[src/rtl/core/fgm_pkg.sv]
// Shared constants and types for the Fibonacci-of-gcd modular core.
`default_nettype none
package fgm_pkg;
  localparam int unsigned IndexWidthDef   = 63;
  localparam int unsigned ModulusWidthDef = 31;

  // Top-level sequencer states (one-hot)
  typedef enum logic [5:0] {
    ST_IDLE  = 6'b000001,
    ST_GCD   = 6'b000010,
    ST_POW   = 6'b000100,
    ST_MUL   = 6'b001000,
    ST_WAIT  = 6'b010000,
    ST_DONE  = 6'b100000
  } fgm_state_e;
endpackage
`default_nettype wire

[src/rtl/core/fgm_divider.sv]
// Bit-serial restoring divider: remainder of a by b, one quotient bit per cycle.
`default_nettype none
module fgm_divider #(
  parameter int unsigned W = 63
) (
  input  wire logic         clk_i,
  input  wire logic         rst_ni,
  input  wire logic         start_i,
  input  wire logic [W-1:0] dividend_i,
  input  wire logic [W-1:0] divisor_i,
  output logic              done_o,
  output logic [W-1:0]      rem_o
);
  localparam int unsigned CW = $clog2(W + 1);

  logic [W-1:0]  num_q, num_d;
  logic [W-1:0]  div_q, div_d;
  logic [W:0]    rem_q, rem_d;
  logic [CW-1:0] cnt_q, cnt_d;
  logic          run_q, run_d;
  logic          done_q, done_d;
  logic [W:0]    trial;
  logic [W:0]    diff;

  // One shift-subtract step
  assign trial = {rem_q[W-1:0], num_q[W-1]};
  assign diff  = trial - {1'b0, div_q};

  always_comb begin
    num_d  = num_q;
    div_d  = div_q;
    rem_d  = rem_q;
    cnt_d  = cnt_q;
    run_d  = run_q;
    done_d = 1'b0;
    if (start_i) begin
      num_d = dividend_i;
      div_d = divisor_i;
      rem_d = '0;
      cnt_d = CW'(W);
      run_d = 1'b1;
    end else if (run_q) begin
      num_d = {num_q[W-2:0], 1'b0};
      rem_d = diff[W] ? trial : diff;
      cnt_d = cnt_q - 1'b1;
      if (cnt_q == CW'(1)) begin
        run_d  = 1'b0;
        done_d = 1'b1;
      end
    end
  end

  always_ff @(posedge clk_i or negedge rst_ni) begin
    if (!rst_ni) begin
      run_q  <= 1'b0;
      done_q <= 1'b0;
      cnt_q  <= '0;
    end else begin
      run_q  <= run_d;
      done_q <= done_d;
      cnt_q  <= cnt_d;
    end
  end

  always_ff @(posedge clk_i) begin
    num_q <= num_d;
    div_q <= div_d;
    rem_q <= rem_d;
  end

  assign done_o = done_q;
  assign rem_o  = rem_q[W-1:0];

  // A step never leaves a remainder at or above the divisor
  property p_rem_bound;
    @(posedge clk_i) disable iff (!rst_ni) done_q |-> (rem_q < {1'b0, div_q});
  endproperty
  a_rem_bound: assert property (p_rem_bound) else $error("remainder out of range");

  property p_done_pulse;
    @(posedge clk_i) disable iff (!rst_ni) done_q |=> !done_q;
  endproperty
  a_done_pulse: assert property (p_done_pulse) else $error("done held");
endmodule
`default_nettype wire

[src/rtl/core/fgm_modmul.sv]
// Bit-serial modular multiply-add: (acc + x*y) mod m, one bit of y per cycle.
`default_nettype none
module fgm_modmul #(
  parameter int unsigned W = 31
) (
  input  wire logic         clk_i,
  input  wire logic         rst_ni,
  input  wire logic         start_i,
  input  wire logic [W-1:0] acc_i,
  input  wire logic [W-1:0] x_i,
  input  wire logic [W-1:0] y_i,
  input  wire logic [W-1:0] mod_i,
  output logic              done_o,
  output logic [W-1:0]      res_o
);
  localparam int unsigned CW = $clog2(W + 1);

  logic [W-1:0]  x_q, x_d;
  logic [W-1:0]  y_q, y_d;
  logic [W-1:0]  m_q, m_d;
  logic [W-1:0]  r_q, r_d;
  logic [W-1:0]  a_q, a_d;
  logic [CW-1:0] cnt_q, cnt_d;
  logic          run_q, run_d;
  logic          done_q, done_d;
  logic [W:0]    dbl, dblr, addv, addr;

  // Horner step: r = 2r mod m, then add x if the bit is set
  assign dbl  = {r_q, 1'b0};
  assign dblr = (dbl >= {1'b0, m_q}) ? dbl - {1'b0, m_q} : dbl;
  assign addv = dblr + (y_q[W-1] ? {1'b0, x_q} : '0);
  assign addr = (addv >= {1'b0, m_q}) ? addv - {1'b0, m_q} : addv;

  always_comb begin
    x_d = x_q; y_d = y_q; m_d = m_q; r_d = r_q; a_d = a_q;
    cnt_d = cnt_q; run_d = run_q; done_d = 1'b0;
    if (start_i) begin
      x_d = x_i; y_d = y_i; m_d = mod_i; a_d = acc_i;
      r_d = '0; cnt_d = CW'(W); run_d = 1'b1;
    end else if (run_q) begin
      if (cnt_q == '0) begin
        // final add of the accumulator term
        r_d    = addv[W-1:0];
        run_d  = 1'b0;
        done_d = 1'b1;
      end else begin
        r_d   = addr[W-1:0];
        y_d   = {y_q[W-2:0], 1'b0};
        cnt_d = cnt_q - 1'b1;
        if (cnt_q == CW'(1)) begin
          x_d = a_q;
          y_d = {1'b1, {(W-1){1'b0}}};
          r_d = addr[W-1:0];
        end
      end
    end
  end

  // The last step adds the accumulator to r on its own adder, without doubling
  logic [W:0] fin, finr;
  assign fin  = {1'b0, r_q} + {1'b0, a_q};
  assign finr = (fin >= {1'b0, m_q}) ? fin - {1'b0, m_q} : fin;

  always_ff @(posedge clk_i or negedge rst_ni) begin
    if (!rst_ni) begin
      run_q <= 1'b0; done_q <= 1'b0; cnt_q <= '0;
    end else begin
      run_q <= run_d; done_q <= done_d; cnt_q <= cnt_d;
    end
  end

  always_ff @(posedge clk_i) begin
    x_q <= x_d; y_q <= y_d; m_q <= m_d; a_q <= a_d;
    if (run_q && cnt_q == '0) begin
      r_q <= finr[W-1:0];
    end else begin
      r_q <= r_d;
    end
  end

  assign done_o = done_q;
  assign res_o  = r_q;

  property p_res_bound;
    @(posedge clk_i) disable iff (!rst_ni) done_q |-> (r_q < m_q);
  endproperty
  a_res_bound: assert property (p_res_bound) else $error("product not reduced");
endmodule
`default_nettype wire

[src/rtl/core/fibonacci_of_gcd_mod_core.sv]
// Top level: Euclid gcd on a serial divider, then matrix power on a serial mod multiplier.
//
//  channel | ports                                   | handshake
//  --------+-----------------------------------------+---------------------------
//  input   | index_a_i, index_b_i, modulus_i         | start_i high, busy_o low
//  result  | fib_gcd_mod_o                           | done_o one-cycle strobe
//
// Each remainder step of Euclid runs on the single divider (up to about 92 steps);
// each modular multiply-add runs on the serial multiplier, and the power runs 8 or
// 16 of them per index bit of g. One item is worked on at a time; busy_o stays high
// from acceptance until the result strobe. Reset clears only the control state of
// the sequencer, divider and multiplier. The receiver cannot stall the result.
`default_nettype none
module fibonacci_of_gcd_mod_core #(
  parameter int unsigned INDEX_WIDTH   = fgm_pkg::IndexWidthDef,
  parameter int unsigned MODULUS_WIDTH = fgm_pkg::ModulusWidthDef
) (
  input  wire logic                     clk_i,
  input  wire logic                     rst_ni,
  input  wire logic                     start_i,
  output logic                          busy_o,
  input  wire logic [INDEX_WIDTH-1:0]   index_a_i,
  input  wire logic [INDEX_WIDTH-1:0]   index_b_i,
  input  wire logic [MODULUS_WIDTH-1:0] modulus_i,
  output logic                          done_o,
  output logic [MODULUS_WIDTH-1:0]      fib_gcd_mod_o
);
  import fgm_pkg::*;

  localparam int unsigned IW = INDEX_WIDTH;
  localparam int unsigned MW = MODULUS_WIDTH;
  localparam int unsigned BW = $clog2(IW);

  fgm_state_e     st_q, st_d;
  logic [IW-1:0]  a_q, a_d, b_q, b_d;
  logic [MW-1:0]  m_q, m_d;
  // accumulator matrix entries and temporaries
  logic [MW-1:0]  e00_q, e01_q, e10_q, e11_q;
  logic [MW-1:0]  t_q [4];
  logic [BW-1:0]  bit_q, bit_d;
  logic           sq_q, sq_d;     // 1: squaring pass, 0: multiply by base
  logic [2:0]     op_q, op_d;     // which of 8 multiply-adds
  logic           dv_start, mm_start;
  logic           dv_done, mm_done;
  logic [IW-1:0]  dv_rem;
  logic [MW-1:0]  mm_res;
  logic [MW-1:0]  mx, my, macc;
  logic           res_zero;
  logic           done_q;
  logic [MW-1:0]  res_q;

  fgm_divider #(.W(IW)) u_div (
    .clk_i, .rst_ni, .start_i(dv_start), .dividend_i(a_q), .divisor_i(b_q),
    .done_o(dv_done), .rem_o(dv_rem)
  );

  fgm_modmul #(.W(MW)) u_mul (
    .clk_i, .rst_ni, .start_i(mm_start), .acc_i(macc), .x_i(mx), .y_i(my),
    .mod_i(m_q), .done_o(mm_done), .res_o(mm_res)
  );

  // Operand select: op[2:1] = entry (ij), op[0] = k term
  logic [1:0] ent;
  logic       kk;
  logic [MW-1:0] xi0, xi1, y0j, y1j, one_m;
  assign ent   = op_q[2:1];
  assign kk    = op_q[0];
  assign one_m = (m_q == MW'(1)) ? '0 : MW'(1);

  always_comb begin
    xi0 = ent[1] ? e10_q : e00_q;
    xi1 = ent[1] ? e11_q : e01_q;
    if (sq_q) begin
      y0j = ent[0] ? e01_q : e00_q;
      y1j = ent[0] ? e11_q : e10_q;
    end else begin
      // base [[1,1],[1,0]] reduced
      y0j = one_m;
      y1j = ent[0] ? '0 : one_m;
    end
    mx   = kk ? xi1 : xi0;
    my   = kk ? y1j : y0j;
    macc = kk ? t_q[ent] : '0;
  end

  assign res_zero = (m_q == '0);

  always_comb begin
    st_d = st_q; a_d = a_q; b_d = b_q; m_d = m_q;
    bit_d = bit_q; sq_d = sq_q; op_d = op_q;
    dv_start = 1'b0; mm_start = 1'b0;
    unique case (st_q)
      ST_IDLE: begin
        if (start_i) begin
          a_d = index_a_i; b_d = index_b_i; m_d = modulus_i;
          st_d = ST_GCD;
        end
      end
      ST_GCD: begin
        if (b_q == '0) begin
          st_d = ST_POW; bit_d = BW'(IW - 1); sq_d = 1'b1; op_d = '0;
        end else begin
          dv_start = 1'b1; st_d = ST_WAIT;
        end
      end
      ST_WAIT: begin
        if (dv_done) begin
          a_d = b_q; b_d = dv_rem; st_d = ST_GCD;
        end
      end
      ST_POW: begin
        if (res_zero) begin
          st_d = ST_DONE;
        end else if (!sq_q && !a_q[bit_q]) begin
          // skip the base multiply for a zero bit
          if (bit_q == '0) st_d = ST_DONE;
          else begin bit_d = bit_q - 1'b1; sq_d = 1'b1; end
        end else begin
          mm_start = 1'b1; st_d = ST_MUL;
        end
      end
      ST_MUL: begin
        if (mm_done) begin
          if (op_q == 3'd7) begin
            op_d = '0;
            if (sq_q) sq_d = 1'b0;
            else if (bit_q == '0) st_d = ST_DONE;
            else begin bit_d = bit_q - 1'b1; sq_d = 1'b1; end
            if (!(sq_q == 1'b0 && bit_q == '0)) st_d = ST_POW;
          end else begin
            op_d = op_q + 1'b1; st_d = ST_POW;
          end
        end
      end
      ST_DONE: st_d = ST_IDLE;
      default: st_d = ST_IDLE;
    endcase
  end

  always_ff @(posedge clk_i or negedge rst_ni) begin
    if (!rst_ni) begin
      st_q <= ST_IDLE; done_q <= 1'b0;
    end else begin
      st_q <= st_d; done_q <= (st_q == ST_DONE);
    end
  end

  // Datapath: matrix registers and temporaries
  always_ff @(posedge clk_i) begin
    a_q <= a_d; b_q <= b_d; m_q <= m_d; bit_q <= bit_d; sq_q <= sq_d; op_q <= op_d;
    if (st_q == ST_GCD && b_q == '0) begin
      e00_q <= one_m; e01_q <= '0; e10_q <= '0; e11_q <= one_m;
    end
    if (st_q == ST_MUL && mm_done) begin
      t_q[ent] <= mm_res;
      if (op_q == 3'd7) begin
        e00_q <= t_q[0]; e01_q <= t_q[1]; e10_q <= t_q[2]; e11_q <= mm_res;
      end
    end
    if (st_q == ST_DONE) res_q <= res_zero ? '0 : e01_q;
  end

  assign busy_o        = (st_q != ST_IDLE);
  assign done_o        = done_q;
  assign fib_gcd_mod_o = res_q;

  property p_done_after;
    @(posedge clk_i) disable iff (!rst_ni) done_q |-> $past(st_q == ST_DONE);
  endproperty
  a_done_after: assert property (p_done_after) else $error("stray result");

  property p_no_accept_busy;
    @(posedge clk_i) disable iff (!rst_ni) (st_q != ST_IDLE) |-> busy_o;
  endproperty
  a_no_accept_busy: assert property (p_no_accept_busy) else $error("busy dropped");

  property p_res_range;
    @(posedge clk_i) disable iff (!rst_ni)
      (done_q && m_q != '0) |-> (res_q < m_q);
  endproperty
  a_res_range: assert property (p_res_range) else $error("result not reduced");
endmodule
`default_nettype wire

[config.mk]
export PLATFORM = sky130hd
export DESIGN_NAME = fibonacci_of_gcd_mod_core
export DESIGN_NICKNAME = d
export VERILOG_FILES = /design/src/rtl/core/fgm_pkg.sv /design/src/rtl/core/fgm_divider.sv /design/src/rtl/core/fgm_modmul.sv /design/src/rtl/core/fibonacci_of_gcd_mod_core.sv
export SDC_FILE = /design/constraint.sdc
export NUM_CORES = 2
export LEC_CHECK = 0
export BUFFER_PORTS_ARGS = -buffer_cell sky130_fd_sc_hd__buf_2
export CORE_ASPECT_RATIO = 0.6
export CORE_MARGIN = 10
export CORE_UTILIZATION = 59
export CTS_BUF_LIST = sky130_fd_sc_hd__clkbuf_8
export DETAILED_ROUTE_END_ITERATION = 7
export PLACE_DENSITY = 0.77
export SYNTH_ARGS = -nofsm -noshare
export SYNTH_HDL_FRONTEND = slang
export SYNTH_SLANG_ARGS = --single-unit
[constraint.sdc]
create_clock -name clk_i -period 13.7 [get_ports clk_i]
set_input_delay 1.37 -clock clk_i [delete_from_list [all_inputs] [get_ports clk_i]]
set_output_delay 1.37 -clock clk_i [all_outputs]
set_load 0.1 [all_outputs]
Word level (Yosys, flattened, before mapping) --
Memory sizes are Yosys's and may differ from the RTL's. A register that Yosys moved wholly into a read port is not among the register bits. Index checks and enable logic that the tools add are counted.
Word-level totals: register bits 657, memory bits (writable) 124, bits of input ports 160, output and inout port bits 33, word-level logic and storage cells 196, memories 1
Memory list:
- t_q | words 4, bits a word 31, rd ports 4, clocked after memory_dff 1, wr ports 1, line fibonacci_of_gcd_mod_core.sv:39 | logic [MW-1:0] t_q [4];
Cells by class: add/subtract/negate cells 10, $lt $le $gt $ge 4, equality and inequality tests 22, muxes and demuxes 105, bitwise logic cells 1, reduce and logical (&&, ||, !) cells 27
Operator list (number):
- 31-bit two-way mux | 35
- 63-bit two-way mux | 7
- 63-bit one-hot mux with 2 select lines | 2
- 6-bit two-way mux | 18
- 32-bit by 31-bit greater-or-equal comparator with 1-bit output | 3
- 64-bit by 63-bit subtractor with 64-bit output | 1
- 63-bit zero test | 1
- 31-bit subtractor | 2
- 31-bit by 31-bit adder with 32-bit output | 1
- 32-bit by 31-bit adder with 32-bit output | 1
- 32-bit two-way mux | 1
- 32-bit by 31-bit subtractor with 32-bit output | 1
- 31-bit by 1-bit == test with 1-bit output, second input constant | 1
- 31-bit zero test | 1
- 1-bit two-way mux | 30
- 6-bit one-hot mux with 5 select lines | 1
- 5-bit two-way mux | 4
- 6-bit one-hot mux with 3 select lines | 1
- 2-bit inequality test, second input constant | 8
- 7-bit AND reduction | 2
- 6-bit by 1-bit == test with 1-bit output, second input constant | 2
- 6-bit by 1-bit subtractor with 6-bit output, second input constant | 2
- 2-bit nonzero test | 5
- 3-bit two-way mux | 3
- other kinds (25) | 36

Longest topological paths before layout --
depth after elaboration 9, depth in mapped cells 39, mapped depth without buffers 35

By module --
Synthesis repeated with hierarchy kept, for this count alone.
Second synthesis, totals: cell total of the unflattened synthesis 4267, area total of the unflattened synthesis 46973.8 µm²
Modules (own cells, without submodules):
- fibonacci_of_gcd_mod_core | times used 1, cells each 1407, area an instance 19740.2 µm², sequential area each 12368.1 µm²
- fgm_modmul | times used 1, cells each 1655, area an instance 15224.6 µm², sequential area each 4829.6 µm²
- fgm_divider | times used 1, cells each 1205, area an instance 12009.0 µm², sequential area each 5245.0 µm²

Worst setup path before layout --
Ideal clock, no wire load.
kind register to register, start point register u_mul.r_q[20] (netlist: u_mul.res_o[20]), end point register u_mul.r_q[12] (netlist: u_mul.res_o[12]), data pin, library setup time 0.145 ns, arrival 7.193 ns, data required time 13.555 ns, setup slack 6.362 ns, stages on the path, launching flop included 39, path buffers 5, clock period less this slack 7.338 ns, path through edfxtp_1 -> ha_1 -> buf_2 -> a21oi_1 -> o21ai_1 -> a2111oi_0 -> nand3_1 -> o21ai_1 -> clkbuf_1 -> clkbuf_1 -> nor2_1 -> ha_1 -> inv_1 -> fa_1 -> nor2b_1 -> o21ai_0 -> a21o_1 -> a31oi_1 -> (+3 left out) -> a21o_1 -> a21oi_1 -> xnor2_1 -> ha_1 -> nand2_1 -> nor2_1 -> a31oi_1 -> nand3_1 -> a21oi_1 -> o21ba_2 -> a21oi_1 -> o221a_2 -> o31ai_4 -> nor2b_1 -> buf_4 -> buf_4 -> a22oi_1 -> o21ai_1
Between the ends: cells in the longest elaborated chain, start to end 9, elaborated cells on any way between the ends 14, classes of those cells add/sub (4); order compare (3); mux (7)
Ends and longest elaborated chain:
- start, declared | line fgm_modmul.sv:21 | logic [W-1:0] r_q, r_d;
- start signal, assigned | line fgm_modmul.sv:75 | r_q <= finr[W-1:0];
- start signal, assigned | line fgm_modmul.sv:77 | r_q <= r_d;
- 32-bit by 31-bit subtractor with 32-bit output or 32-bit by 31-bit greater-or-equal comparator with 1-bit output (tied branches) | line fgm_modmul.sv:30 | assign dblr = (dbl >= {1'b0, m_q}) ? dbl - {1'b0, m_q} : dbl;
- 32-bit two-way mux | line fgm_modmul.sv:30
- 32-bit by 31-bit adder with 32-bit output | line fgm_modmul.sv:31 | assign addv = dblr + (y_q[W-1] ? {1'b0, x_q} : '0);
- 32-bit by 31-bit greater-or-equal comparator with 1-bit output or 31-bit subtractor (tied branches) | line fgm_modmul.sv:32 | assign addr = (addv >= {1'b0, m_q}) ? addv - {1'b0, m_q} : addv;
- 31-bit two-way mux | line fgm_modmul.sv:32
- 31-bit two-way mux | line fgm_modmul.sv:41 | if (cnt_q == '0) begin
- 31-bit two-way mux | line fgm_modmul.sv:40 | end else if (run_q) begin
- 31-bit two-way mux | line fgm_modmul.sv:37 | if (start_i) begin
- 31-bit two-way mux (*) | line fgm_modmul.sv:74 | if (run_q && cnt_q == '0) begin
Every way passes the cells marked *; elsewhere a longest branch is shown, timed or not. The select of a mux whose other input is x is not followed. A chain may end at the register's enable or synchronous reset.

Worst setup path in the final report --
start point register u_mul.r_q[28] (netlist: u_mul.res_o[28]), end point register u_mul.r_q[17] (netlist: u_mul.res_o[17]), data pin
Same word-level chain as after synthesis.

==> results.yml <==
sta:
  final.min_clock_period_ns: 9.65
  worstMarginPinSlew_ns: 1.19
  report.final.slew_viol_count: 0
  tns_ns: 0
  setup_repair_after_global_routing_missed_its_margin: "no"
  hold_viol_final: 0
  max_freq_ghz: 0.104
  period_share: 0.704
  headroom_to_the_max_slew_limit: 0.206
  setup_viol_count_final: 0
  finClkSkew_ns: 0.0568
  final.setup.worst_slack_ns: 4.05
yosys:
  synthesis.nets: 4703
  synth_enable_flop_cells: 603
  synth.area.top_cells: "sky130_fd_sc_hd__edfxtp_1 (40%), sky130_fd_sc_hd__dfxtp_1 (8.3%), sky130_fd_sc_hd__nand2_1 (7.2%)"
  synth_area_leader_cell: "sky130_fd_sc_hd__edfxtp_1"
  synth_seq_cells: 812
  asyncSetResetFlopFracSynth: 0.0271
  netlist_area_sq_um: 45200
  yosysWarningCount: 0
  synth_ff_type: "sky130_fd_sc_hd__edfxtp_1"
  synth_seq_area_share: 0.496
  netlist_instances: 4311
  postSynthAreaPerCell_sq_um: 10.5
  yosys.cell_types.count: 84
  synth_top_area_frac: 0.401
global_routing:
  grt_start_max_net_pins: 109
  grt_first_pass_wirelength_microns: 190000
  number_of_global_route_vias_before_repair: 32200
  track_usage: 0.275
  grt.overflow.total: 0
  antenna_found_initial: 7
worst_setup_path:
  critical-path-max-stage-delay_ns: 0.71
  critical_path.slowest_cell: "sky130_fd_sc_hd__o31ai_4"
  required_ns: 14.36
  worstSetupEndpointType: "flop"
  critical_path.max_fanout: 34
  launching_element_type_of_the_critical_path: "flop"
  critical_path.most_common_cell: "sky130_fd_sc_hd__a21oi_1"
  worst-setup-path-type: "reg2reg"
  crit_arrival_ns: 10.31
power_and_ir_drop:
  power_per_cell_area_nw_per_um2: 163
  vdd.ir_drop.worst_mv: 0.238
  p_leak_nw: 19.9
placed_design:
  detailed_place.area_sq_um: 47000
  post-dp-hpwl_microns: 89000
  port-buffer-count: 192
  routability_cong: 0.961
  post-place-ws_ns: 4.43
  numPlacedInstances: 5339
clocking:
  worstSkewPairLatency_ns: 0.84
  clkTransAtPathRegs_ns: 0.07
  cts_tree: "done"
  cts_root_buffer: "sky130_fd_sc_hd__clkbuf_8"
  postCtsSetupRepairBufs: 0
  numClockSinks: 812
  ctsLongestPathBuffers: 3
  post_cts_resize_count: 0
  h-tree-depth: 3
  tritoncts.num_buffers: 118
  cts.hold.buffers_added: 0
floorplanning:
  area_of_the_core_sq_um: 75700
  fp-row-count: 78
  die_width_microns: 377
  start_util: 0.597
  io_pins: 193
  design.die.area_sq_um: 88400
  die_height_microns: 234
final_layout:
  post_route_cells_drive_above_1_share: 0.139
  final_common_cell: "sky130_fd_sc_hd__nand2_1"
  commonest_non_fill_non_tap_cells_in_the_layout: "sky130_fd_sc_hd__nand2_1 (868), sky130_fd_sc_hd__edfxtp_1 (603), sky130_fd_sc_hd__o21ai_0 (253), sky130_fd_sc_hd__a21oi_1 (232), sky130_fd_sc_hd__ha_1 (226)"
  stdcell_area_sq_um: 49600
  syn2layout_area_growth_pct: 9.67
  final_cell_count_no_fill: 5566
  fill_cells: 5938
  design.final.nets: 4851
detailed_routing:
  dr_vias: 34600
  met1Wirelength_microns: 58300
  ant_nets: 0
  route.top_layer_used: "met5"
  vias_per_cell: 6.22
  routed-wl-met2_microns: 48400
  dr.first_iter.drc_count: 4020
  met3_wirelength_microns: 14700
  wl_per_cell_microns: 22.3
  remaining_drc_errors: 0
  wirelength_microns: 124000
  firstDrtPassIters: 7
run_status:
  run_status: "complete, no violations"
flow_run:
  drv.max_cap_violation_count: 0
hold_path:
  hold_path_class: "reg2reg"
## flip-flops by register name, summed over array words and instances, names as in the netlist, 63 cells and up
signal and flops:
b_q 63, u_div.rem_q 63, u_div.div_q 63, u_div.num_q 63, a_q 63, t_q 124
## worst max-delay path: cells and delay by family, from the launching register on
kind                       cells  cell delay, ns
and+or+nand+nor                7            1.07
xor gates and xnor gates       1            0.21
muxes                          1            0.39
adders and majority gates      3            1.03
AOI/OAI and AO/OA             19            5.26
DFF                            1            0.52
buffers and inverters          3            0.99
## kinds of logic after synthesis
| logic type | after synthesis | share of synthesized area |
|---|---|---|
| AND/OR/NAND/NOR | 1470 | 0.143 |
| adder cells (fa/ha/maj) | 232 | 0.0652 |
| flip-flops | 812 | 0.496 |
| buffers and inverters | 363 | 0.0317 |
| multiplexers | 230 | 0.0849 |
| XOR/XNOR | 200 | 0.0388 |
| AO/OA/AOI/OAI | 1004 | 0.141 |
## worst paths after layout
| kind | start | endpoint | slack, ns | depth (start not counted) |
|---|---|---|---|---|
| max in group asynchronous | rst_ni | u_div.run_q | 12.77 | 1 |
| worst min-delay path | m_q[26] | u_mul.m_q[26] | 0.43 | 0 |
| min in group asynchronous | rst_ni | st_q[3] | 0.53 | 1 |
| worst min register to register | m_q[26] | u_mul.m_q[26] | 0.43 | 0 |
| worst max-delay path | u_mul.res_o[28] | u_mul.res_o[17] | 4.05 | 34 |
| worst max register to register | u_mul.res_o[28] | u_mul.res_o[17] | 4.05 | 34 |
## per-stage QoR
stage	hold slack, ns	power (W)	util
2_1_floorplan	0.427	0.00526	-
3_3_place_gp	0.442	0.00586	0.621
3_5_place_dp	0.439	0.00592	0.621
4_1_cts	0.447	0.00802	0.654
5_1_grt	0.470	0.00847	0.654
6_report	0.433	0.00807	0.654
## per-layer routing
layer  track usage  vias to the layer above
met1         0.429                    16700
met4        0.0654                        8
li1              -                    16100
met5             0                        -
met2         0.363                     1722
met3        0.0878                      178
## synth_stat cells (10+ instances only)
library cell	n
sky130_fd_sc_hd__a211oi_1	28
sky130_fd_sc_hd__a21boi_0	10
sky130_fd_sc_hd__a21o_1	139
sky130_fd_sc_hd__a21oi_1	233
sky130_fd_sc_hd__a22o_1	31
sky130_fd_sc_hd__a22oi_1	26
sky130_fd_sc_hd__a311oi_1	36
sky130_fd_sc_hd__a31oi_1	25
sky130_fd_sc_hd__and2_1	72
sky130_fd_sc_hd__and3_1	19
sky130_fd_sc_hd__buf_1	12
sky130_fd_sc_hd__buf_2	22
sky130_fd_sc_hd__clkbuf_1	169
sky130_fd_sc_hd__dfrtp_1	21
sky130_fd_sc_hd__dfxtp_1	187
sky130_fd_sc_hd__edfxtp_1	603
sky130_fd_sc_hd__ha_1	226
sky130_fd_sc_hd__inv_1	148
sky130_fd_sc_hd__mux2_1	33
sky130_fd_sc_hd__mux2_2	64
sky130_fd_sc_hd__mux2i_1	20
sky130_fd_sc_hd__mux4_2	113
sky130_fd_sc_hd__nand2_1	870
sky130_fd_sc_hd__nand2b_1	29
sky130_fd_sc_hd__nand3_1	48
sky130_fd_sc_hd__nand4_1	39
sky130_fd_sc_hd__nor2_1	204
sky130_fd_sc_hd__nor2b_1	60
sky130_fd_sc_hd__nor3_1	46
sky130_fd_sc_hd__nor3b_1	11
sky130_fd_sc_hd__nor4_1	32
sky130_fd_sc_hd__o211ai_1	23
sky130_fd_sc_hd__o21a_1	25
sky130_fd_sc_hd__o21ai_0	253
sky130_fd_sc_hd__o21ai_1	54
sky130_fd_sc_hd__o21bai_1	26
sky130_fd_sc_hd__o31ai_1	15
sky130_fd_sc_hd__xnor2_1	124
sky130_fd_sc_hd__xor2_1	76
## report_power, final
part / leakage, nW / switching, W / total (W) / internal [W]
combinational: 11.0 / 0.00155 / 0.00256 / 0.00100
sequential: 7.46 / 0.000277 / 0.00342 / 0.00314
clock: 1.44 / 0.00101 / 0.00210 / 0.00109
## area by class of cell
class | instances | area, sq um | area share
inverter | 151 | 569 | 0.0115
sequential | 812 | 22400 | 0.452
timing repair buffer | 240 | 1320 | 0.0267
clock buffer | 140 | 1930 | 0.0389
clock inverter | 85 | 599 | 0.0121
multi-input combinational | 3136 | 21500 | 0.433
tap | 1000 | 1250 | 0.0253
antenna | 2 | 5.00 | 0.000101
Note: power is estimated with default switching activity, not from simulation.
